`src/rtl/hkrd_pkg.sv`:
```
// ----------------------------------------------------------------------------
// hkrd_pkg
// Shared types and constants for the boot keyboard report differ.
// ----------------------------------------------------------------------------
package hkrd_pkg;

   localparam int SLOT_MAX  = 6;
   localparam int KEY_SLOTS = 6;
   localparam int MOD_BITS  = 8;
   localparam int NUM_EVENTS = MOD_BITS + 2 * SLOT_MAX;
   localparam int EV_IDX_W  = $clog2(NUM_EVENTS);
   localparam int SLOT_IDX_W = (SLOT_MAX > 1) ? $clog2(SLOT_MAX) : 1;

   localparam logic [7:0] ROLLOVER_CODE = 8'h01;
   localparam logic [7:0] MOD_USAGE_BASE = 8'hE0;

   localparam logic [EV_IDX_W-1:0] EV_RELEASE_BASE = EV_IDX_W'(MOD_BITS);
   localparam logic [EV_IDX_W-1:0] EV_PRESS_BASE   = EV_IDX_W'(MOD_BITS + SLOT_MAX);

   // alt, ctrl, shift, meta; left before right
   localparam logic [2:0] MOD_ORDER [MOD_BITS] =
      '{3'd2, 3'd6, 3'd0, 3'd4, 3'd1, 3'd5, 3'd3, 3'd7};

   typedef struct packed {
      logic       transfer_ok;
      logic [7:0] modifier_bits;
      logic [7:0] slot_0;
      logic [7:0] slot_1;
      logic [7:0] slot_2;
      logic [7:0] slot_3;
      logic [7:0] slot_4;
      logic [7:0] slot_5;
   } req_type;

   typedef struct packed {
      logic [7:0] usage_code;
      logic       is_press;
      logic       last_event;
   } rsp_type;

   typedef logic [SLOT_MAX-1:0][7:0] slots_type;

   typedef struct packed {
      logic [NUM_EVENTS-1:0] mask;
      logic [MOD_BITS-1:0]   mods_now;
      slots_type             old_slots;
      slots_type             new_slots;
   } job_type;

endpackage

```
`src/rtl/hkrd_front.sv`:
```
// ----------------------------------------------------------------------------
// hkrd_front
// Holds the previous report and turns each new report into a change mask.
// ----------------------------------------------------------------------------
module hkrd_front
   import hkrd_pkg::*;
(
   input  logic    clock,
   input  logic    reset,
   input  logic    req_valid,
   input  req_type req_data,
   output logic    job_push,
   output job_type job_data
);

   logic [MOD_BITS-1:0] prev_mods_ff, prev_mods_in;
   slots_type           prev_slots_ff, prev_slots_in;

   slots_type           raw_slots;
   slots_type           new_slots;
   logic [MOD_BITS-1:0] new_mods;
   logic                rollover;
   logic [NUM_EVENTS-1:0] mask;
   logic                hit;

   always_comb begin
      raw_slots = {req_data.slot_5, req_data.slot_4, req_data.slot_3,
                   req_data.slot_2, req_data.slot_1, req_data.slot_0};
      rollover = 1'b0;
      for (int i = 0; i < SLOT_MAX; i++) begin
         if (i < KEY_SLOTS && raw_slots[i] == ROLLOVER_CODE) begin
            rollover = 1'b1;
         end
      end
      for (int i = 0; i < SLOT_MAX; i++) begin
         new_slots[i] = (i < KEY_SLOTS && !rollover) ? raw_slots[i] : 8'h00;
      end
      new_mods = rollover ? '0 : req_data.modifier_bits;

      mask = '0;
      for (int k = 0; k < MOD_BITS; k++) begin
         mask[k] = new_mods[MOD_ORDER[k]] != prev_mods_ff[MOD_ORDER[k]];
      end
      for (int i = 0; i < SLOT_MAX; i++) begin
         hit = 1'b0;
         for (int j = 0; j < SLOT_MAX; j++) begin
            if (new_slots[j] == prev_slots_ff[i]) begin
               hit = 1'b1;
            end
         end
         mask[MOD_BITS + i] = (prev_slots_ff[i] != 8'h00) && !hit;
      end
      for (int i = 0; i < SLOT_MAX; i++) begin
         hit = 1'b0;
         for (int j = 0; j < SLOT_MAX; j++) begin
            if (prev_slots_ff[j] == new_slots[i]) begin
               hit = 1'b1;
            end
         end
         mask[MOD_BITS + SLOT_MAX + i] = (new_slots[i] != 8'h00) && !hit;
      end
   end

   assign job_data.mask      = mask;
   assign job_data.mods_now  = new_mods;
   assign job_data.old_slots = prev_slots_ff;
   assign job_data.new_slots = new_slots;
   assign job_push = req_valid && req_data.transfer_ok && (mask != '0);

   always_comb begin
      prev_mods_in  = prev_mods_ff;
      prev_slots_in = prev_slots_ff;
      if (req_valid && req_data.transfer_ok) begin
         prev_mods_in  = new_mods;
         prev_slots_in = new_slots;
      end
   end

   always_ff @(posedge clock) begin
      if (reset) begin
         prev_mods_ff  <= '0;
         prev_slots_ff <= '0;
      end else begin
         prev_mods_ff  <= prev_mods_in;
         prev_slots_ff <= prev_slots_in;
      end
   end

endmodule

```
`src/rtl/hkrd_queue.sv`:
```
// ----------------------------------------------------------------------------
// hkrd_queue
// Two-entry job queue between the classifier and the event sequencer.
// ----------------------------------------------------------------------------
module hkrd_queue
   import hkrd_pkg::*;
(
   input  logic    clock,
   input  logic    reset,
   input  logic    wr_en,
   input  job_type wr_data,
   output logic    full,
   input  logic    rd_en,
   output job_type rd_data,
   output logic    empty
);

   job_type    entries_ff [2];
   logic       wr_ptr_ff, wr_ptr_in;
   logic       rd_ptr_ff, rd_ptr_in;
   logic [1:0] count_ff, count_in;
   logic       do_wr, do_rd;

   assign full    = count_ff == 2'd2;
   assign empty   = count_ff == 2'd0;
   assign do_wr   = wr_en && !full;
   assign do_rd   = rd_en && !empty;
   assign rd_data = entries_ff[rd_ptr_ff];

   always_comb begin
      wr_ptr_in = do_wr ? !wr_ptr_ff : wr_ptr_ff;
      rd_ptr_in = do_rd ? !rd_ptr_ff : rd_ptr_ff;
      count_in  = count_ff + 2'(do_wr) - 2'(do_rd);
   end

   always_ff @(posedge clock) begin
      if (do_wr) begin
         entries_ff[wr_ptr_ff] <= wr_data;
      end
   end

   always_ff @(posedge clock) begin
      if (reset) begin
         wr_ptr_ff <= 1'b0;
         rd_ptr_ff <= 1'b0;
         count_ff  <= 2'd0;
      end else begin
         wr_ptr_ff <= wr_ptr_in;
         rd_ptr_ff <= rd_ptr_in;
         count_ff  <= count_in;
      end
   end

endmodule

```
`src/rtl/hkrd_back.sv`:
```
// ----------------------------------------------------------------------------
// hkrd_back
// Walks a job's change mask; one key event per cycle while pop keeps up.
// ----------------------------------------------------------------------------
module hkrd_back
   import hkrd_pkg::*;
(
   input  logic    clock,
   input  logic    reset,
   input  logic    job_empty,
   input  job_type job_data,
   output logic    job_pop,
   output logic    empty,
   input  logic    pop,
   output rsp_type rsp_data
);

   job_type               cur_ff, cur_in;
   logic                  busy_ff, busy_in;
   rsp_type               out_ff, out_in;
   logic                  out_valid_ff, out_valid_in;

   logic [EV_IDX_W-1:0]   idx;
   logic [EV_IDX_W-1:0]   rel_off;
   logic [EV_IDX_W-1:0]   prs_off;
   logic [NUM_EVENTS-1:0] rest;
   logic                  advance;
   rsp_type               ev;
   logic [2:0]            bit_sel;

   always_comb begin
      idx = '0;
      for (int i = NUM_EVENTS - 1; i >= 0; i--) begin
         if (cur_ff.mask[i]) begin
            idx = EV_IDX_W'(i);
         end
      end
      rest = cur_ff.mask & ~(NUM_EVENTS'(1) << idx);
      rel_off = idx - EV_RELEASE_BASE;
      prs_off = idx - EV_PRESS_BASE;
      bit_sel = MOD_ORDER[idx[2:0]];

      ev.last_event = rest == '0;
      if (idx < EV_RELEASE_BASE) begin
         ev.usage_code = MOD_USAGE_BASE | {5'd0, bit_sel};
         ev.is_press   = cur_ff.mods_now[bit_sel];
      end else if (idx < EV_PRESS_BASE) begin
         ev.usage_code = cur_ff.old_slots[rel_off[SLOT_IDX_W-1:0]];
         ev.is_press   = 1'b0;
      end else begin
         ev.usage_code = cur_ff.new_slots[prs_off[SLOT_IDX_W-1:0]];
         ev.is_press   = 1'b1;
      end
   end

   assign advance  = busy_ff && (!out_valid_ff || pop);
   assign job_pop  = !busy_ff && !job_empty;
   assign empty    = !out_valid_ff;
   assign rsp_data = out_ff;

   always_comb begin
      cur_in       = cur_ff;
      busy_in      = busy_ff;
      out_in       = out_ff;
      out_valid_in = out_valid_ff;
      if (advance) begin
         out_in       = ev;
         out_valid_in = 1'b1;
         cur_in.mask  = rest;
         busy_in      = rest != '0;
      end else if (pop) begin
         out_valid_in = 1'b0;
      end
      if (job_pop) begin
         cur_in  = job_data;
         busy_in = 1'b1;
      end
   end

   always_ff @(posedge clock) begin
      cur_ff <= cur_in;
      out_ff <= out_in;
   end

   always_ff @(posedge clock) begin
      if (reset) begin
         busy_ff      <= 1'b0;
         out_valid_ff <= 1'b0;
      end else begin
         busy_ff      <= busy_in;
         out_valid_ff <= out_valid_in;
      end
   end

endmodule

```
`src/rtl/hid_keyboard_report_differ_core.sv`:
```
// ----------------------------------------------------------------------------
// hid_keyboard_report_differ_core
// Turns boot keyboard reports into a stream of key press and release events.
// ----------------------------------------------------------------------------
// requests enter through push/full: one boot report with its transfer flag
// a failed transfer is taken and dropped, the stored report is kept
// the classifier compares against the stored report in the cycle of the push
// and writes a change mask into a two-entry job queue
// events leave through empty/pop, oldest first, one per cycle: modifier
// edges, then releases, then presses; last_event marks a report's final event
// a report's first event passes the queue, job register and output register
// the sequencer loads a report's job, then walks its mask; the queue
// keeps taking requests while the sequencer works
// a report with no change gives no events and uses no queue entry
// when pop stays low the output register holds, the sequencer waits and
// full rises once the queue holds two jobs
// reset clears the stored report to all keys up and empties the queue
// ----------------------------------------------------------------------------
module hid_keyboard_report_differ_core
   import hkrd_pkg::*;
(
   input  logic    clock,
   input  logic    reset,
   input  logic    push,
   output logic    full,
   input  req_type req_data,
   output logic    empty,
   input  logic    pop,
   output rsp_type rsp_data
);

   logic    job_push;
   job_type job_wr;
   logic    job_pop;
   logic    job_empty;
   job_type job_rd;
   logic    accept;

   assign accept = push && !full;

   hkrd_front u_front (
      .clock    (clock),
      .reset    (reset),
      .req_valid(accept),
      .req_data (req_data),
      .job_push (job_push),
      .job_data (job_wr)
   );

   hkrd_queue u_queue (
      .clock  (clock),
      .reset  (reset),
      .wr_en  (job_push),
      .wr_data(job_wr),
      .full   (full),
      .rd_en  (job_pop),
      .rd_data(job_rd),
      .empty  (job_empty)
   );

   hkrd_back u_back (
      .clock    (clock),
      .reset    (reset),
      .job_empty(job_empty),
      .job_data (job_rd),
      .job_pop  (job_pop),
      .empty    (empty),
      .pop      (pop),
      .rsp_data (rsp_data)
   );

endmodule
```
`config.mk`:
```
export PLATFORM = sky130hd
export DESIGN_NAME = hid_keyboard_report_differ_core
export DESIGN_NICKNAME = d
export VERILOG_FILES = /design/src/rtl/hkrd_pkg.sv /design/src/rtl/hkrd_front.sv /design/src/rtl/hkrd_queue.sv /design/src/rtl/hkrd_back.sv /design/src/rtl/hid_keyboard_report_differ_core.sv
export SDC_FILE = /design/constraint.sdc
export NUM_CORES = 1
export LEC_CHECK = 0
export ABC_AREA = 1
export BUFFER_PORTS_ARGS = -buffer_cell sky130_fd_sc_hd__buf_2
export CAP_MARGIN = 20
export CORE_ASPECT_RATIO = 1.4
export CORE_MARGIN = 1
export CORE_UTILIZATION = 49
export CTS_CLUSTER_SIZE = 14
export DETAILED_ROUTE_END_ITERATION = 10
export PLACE_DENSITY_LB_ADDON = 0.25
export SYNTH_ARGS = -nofsm -noshare
export SYNTH_HDL_FRONTEND = slang
export SYNTH_SLANG_ARGS = --single-unit
```
`constraint.sdc`:
```
create_clock -name clock -period 13.3 [get_ports clock]
set_clock_uncertainty 0.05 [all_clocks]
set_input_delay 3.325 -clock clock [delete_from_list [all_inputs] [get_ports clock]]
set_output_delay 3.325 -clock clock [all_outputs]
set_load 0.02 [all_outputs]
```
==> flow_results.org <==
** Logic synthesis
- Netlist area before placement :: about 23000 um2
- For this run, asynchronously set or reset flops after synthesis account for 0%.
- Sorting the synthesized cells by area gives the leading types as sky130_fd_sc_hd__edfxtp_1 (51%), sky130_fd_sc_hd__nand2_1 (19%), sky130_fd_sc_hd__dfxtp_1 (5.6%).
- Synthesis Warnings :: 0
- In this run, distinct cell masters in the synthesized netlist total 40.
- Counting flops with a built-in enable in the synthesized netlist gives 382.
- Of the synthesized area, sequential elements account for 56.1%.
- In this run, synthesis produced a sequential element count of roughly 450.
- Post-synthesis net count :: 2701
- Area share of the leading cell type in the synthesized netlist :: roughly half
- Most common cell in the synthesized netlist :: sky130_fd_sc_hd__nand2_1
- Counting every instance in the synthesized netlist gives roughly 2600.
- A synthesized cell averages between 8 and 9 um2.
- Most instantiated flip-flop cell in the synthesis netlist :: sky130_fd_sc_hd__edfxtp_1
- Leading post-synthesis cells by instance count :: sky130_fd_sc_hd__nand2_1 (1131), sky130_fd_sc_hd__edfxtp_1 (382), sky130_fd_sc_hd__inv_1 (175), sky130_fd_sc_hd__nor2_1 (156), sky130_fd_sc_hd__xor2_1 (141)
- sky130_fd_sc_hd__edfxtp_1 takes more of the synthesized area than any other cell.

** Timing
- In the final timing run, aggregate negative setup slack is 0 ps.
- The routed design could run at a clock period as short as 8380 ps.
- Unrepaired setup endpoints after global routing :: no
- Slew at the pin closest to its max-slew limit :: about 1100 ps
- Fin Hold WS :: between 400 and 500 ps
- Final max-slew violation count :: 0
- The final critical path takes up ~63% of the cycle.
- In this run the tightest slew margin relative to its limit is between 20 and 30%.
- Timing would allow up to approximately 120 MHz.
- Count of endpoints failing hold in the final timing report :: 0
- Setup violations remaining at the end of the flow were counted as 0.

** Clocking
- Reg clk slew, reported paths :: approximately 70 ps
- The later pin in the worst-skew pair is clocked with a latency of approximately 570 ps.
- Clk buf depth :: 3
- Buffers inserted during clock tree synthesis total 43.
- TritonCTS clock tree :: built
- Library cell used as clock root buffer :: sky130_fd_sc_hd__clkbuf_16
- The clock tree synthesis step divided the H-tree into 2 levels.
- CTS Hold Buffers Added :: 0
- Buffers added to address setup during post-CTS repair amount to 0.
- Post-CTS resize count :: 0
- Counting every sink on the clock net gives 445.

** Job
- Max-capacitance violation count :: 0

** Global routing
- Overall overflow remaining after global route :: 0
- The first global-routing pass estimated approximately 110000 um of wire.
- The number of antenna violations at the first check in global routing was 1.
- Entering global routing, the biggest net connects 102 pins.
- The number of global-route vias before repair is approximately 17000.
- Across every metal layer, demand over resource in global routing totals 32.8%.

** Placed design
- Final weighted congestion of routability-driven global placement :: 1.09
- Detailed placement HPWL :: ~54000 um
- Total of buffers placed on input and output ports :: 72
- Including well taps, the total number of placed cells is 3219.

** Cells and area
- After filler insertion, the fill cell instance count of the layout stands at roughly 4200.
- In the final layout, the multi-input gates occupy roughly 8600 um2.
- Footprint of the flip-flops and latches :: 12700 um2
- For this run, the post-layout net count is 2717.
- Share of cells above drive strength 1 :: 9.16%
- Post-Layout Cell Count :: approximately 3300
- Relative area change from synthesis to final layout :: 9.40%

** Setup path
- The worst setup path is captured at a flip-flop.
- Data arrival time of the worst path :: ~8500 ps
- Of all nets on the critical path, the largest fanout is between 60 and 70.
- STA classifies the critical path startpoint as an input port.
- For the worst setup path, the data required time is about 13000 ps.
- Critical path start-end classification :: in -> reg
- The number of cells on the worst reg-to-reg path is 7.

** Die
- Measured along the y axis, the die boundary spans 257 um.
- Once the floorplan was initialized, standard cells occupied about half of the core.
- Measured along the x axis, the die boundary spans 184 um.
- The floorplan step defined a die boundary enclosing 47200 um2.
- The floorplan has slightly above 90 rows.
- After floorplanning, the core was sized to cover ~45000 um2.
- Top Ports :: 73

** Status
- Run status :: complete, no violations

** Route
- Post-DR vias/cell :: around 5.5
- DRC violations left :: 0
- After detailed routing, the average wire length per cell comes to approximately 23 um.
- Across all layers, the routed design uses about 18000 vias.
- Post-Route WL :: about 77000 um
- Number of DRC violations after detailed-routing iteration 0 :: about 1600
- First drt pass iteration count :: 5
- Post-detailed-route count of antenna-violating nets :: 0

** Power
- Power comes to between 4000 and 5000 uW.
- Power density normalized to cell area :: 190 nW/um2
- Largest voltage drop on the vdd net :: 0.144 mV
- In this run the static leakage power is 0.0109 uW.

** Hold path
- Along the worst hold path, the cell count comes to 1.
- Hold Crit Class :: reg -> reg
## metal layers
metal	GRT usage [%]	up-vias	wire length, um
met4	23.0	0	5790
li1	-	8523	-
met3	3.75	226	4890
met2	52.5	819	35900
met5	0	-	0
met1	41.2	8642	30200
## layout make-up
class | count | area share [%]
diodes | 1 | 0.0101
clock buffers | 55 | 4.68
clock inverters | 23 | 0.610
inverters | 227 | 3.45
multi-input cells | 1848 | 34.8
flip-flops and latches | 445 | 51.3
well taps | 611 | 3.08
repair buffers | 88 | 2.02
## report_power, final
group | switching, uW | internal [uW] | total (uW) | leakage [uW]
Clock | 534 | 625 | 1160 | 0.000640
Sequential | 183 | 1910 | 2100 | 0.00405
Combinational | 1080 | 386 | 1460 | 0.00622
## worst paths after layout
path                                     to  slack (ps)                start
hold reg to reg                   flip-flop         410    u_queue.rd_ptr_ff
hold / removal                    flip-flop         410    u_queue.rd_ptr_ff
setup / recovery  u_queue.entries_ff[1][50]        4920         req_data[17]
setup reg to reg  u_queue.entries_ff[1][50]        8900  u_queue.count_ff[1]
## cell families after synthesis
| kind of cell | after synthesis | share of synthesized area, % |
|---|---|---|
| xor gates and xnor gates | 149 | 5.75 |
| buffers and inverters | 344 | 5.93 |
| adders and majority gates | 3 | 0.165 |
| DFF | 445 | 56.1 |
| AOI/OAI and AO/OA | 207 | 4.93 |
| and+or+nand+nor | 1489 | 27.1 |
## worst max-delay path, stage by stage
cell and delay (ps):
sky130_fd_sc_hd__buf_2 100, sky130_fd_sc_hd__inv_1 40, sky130_fd_sc_hd__nand2_1 80, sky130_fd_sc_hd__nor3_1 50
sky130_fd_sc_hd__nand4_1 120, sky130_fd_sc_hd__nand3_2 170, sky130_fd_sc_hd__nor2_8 370, sky130_fd_sc_hd__buf_4 770
sky130_fd_sc_hd__nand2_1 560, sky130_fd_sc_hd__xor2_1 280, sky130_fd_sc_hd__nand2_1 80, sky130_fd_sc_hd__nor2_1 100
sky130_fd_sc_hd__nand2_1 110, sky130_fd_sc_hd__nand2_1 60, sky130_fd_sc_hd__nor2_1 150, sky130_fd_sc_hd__nand2_1 90
sky130_fd_sc_hd__nand2_1 100, sky130_fd_sc_hd__inv_1 40, sky130_fd_sc_hd__nand2_1 50, sky130_fd_sc_hd__nor2_1 40
sky130_fd_sc_hd__nand2_1 60, sky130_fd_sc_hd__nand3_1 130, sky130_fd_sc_hd__inv_4 660, sky130_fd_sc_hd__buf_4 820
## placed cells by master (no fill, tap or decap), types with 17 or more instances in the layout
cell and n:
sky130_fd_sc_hd__inv_1 174, sky130_fd_sc_hd__nand4_1 45, sky130_fd_sc_hd__nand2_2 17, sky130_fd_sc_hd__xor2_1 141
sky130_fd_sc_hd__edfxtp_1 382, sky130_fd_sc_hd__nand2_4 25, sky130_fd_sc_hd__clkinv_1 24, sky130_fd_sc_hd__a21oi_1 92
sky130_fd_sc_hd__dfxtp_1 62, sky130_fd_sc_hd__nand3_1 72, sky130_fd_sc_hd__clkbuf_16 43, sky130_fd_sc_hd__a31oi_1 19
sky130_fd_sc_hd__nand2_1 1131, sky130_fd_sc_hd__nor2_1 154, sky130_fd_sc_hd__buf_2 72, sky130_fd_sc_hd__o21ai_0 78
sky130_fd_sc_hd__nor4_1 17, sky130_fd_sc_hd__inv_2 39
## registers in the layout, summed over array words and instances, names as in the netlist, named ones only
name                  count
u_back.busy_ff            1
u_back.cur_ff           124
u_back.out_valid_ff       1
u_back.rsp_data          10
u_front.job_data         48
u_front.prev_mods_ff      8
u_queue.count_ff          2
u_queue.entries_ff      248
u_queue.rd_ptr_ff         1
u_queue.wr_ptr_ff         1
## stage by stage
| stage | utilization, % | setup WS, ps | area [um2] |
|---|---|---|---|
| after floorplan | - | 2990 | 22700 |
| after global placement | 51.8 | 4480 | 23500 |
| after detailed placement | 51.8 | 4470 | 23500 |
| after CTS | 54.7 | 5060 | 24800 |
| after global routing | 54.7 | 4660 | 24800 |
| final | 54.7 | 4920 | 24800 |
Note: power is estimated with default switching activity, not from simulation.
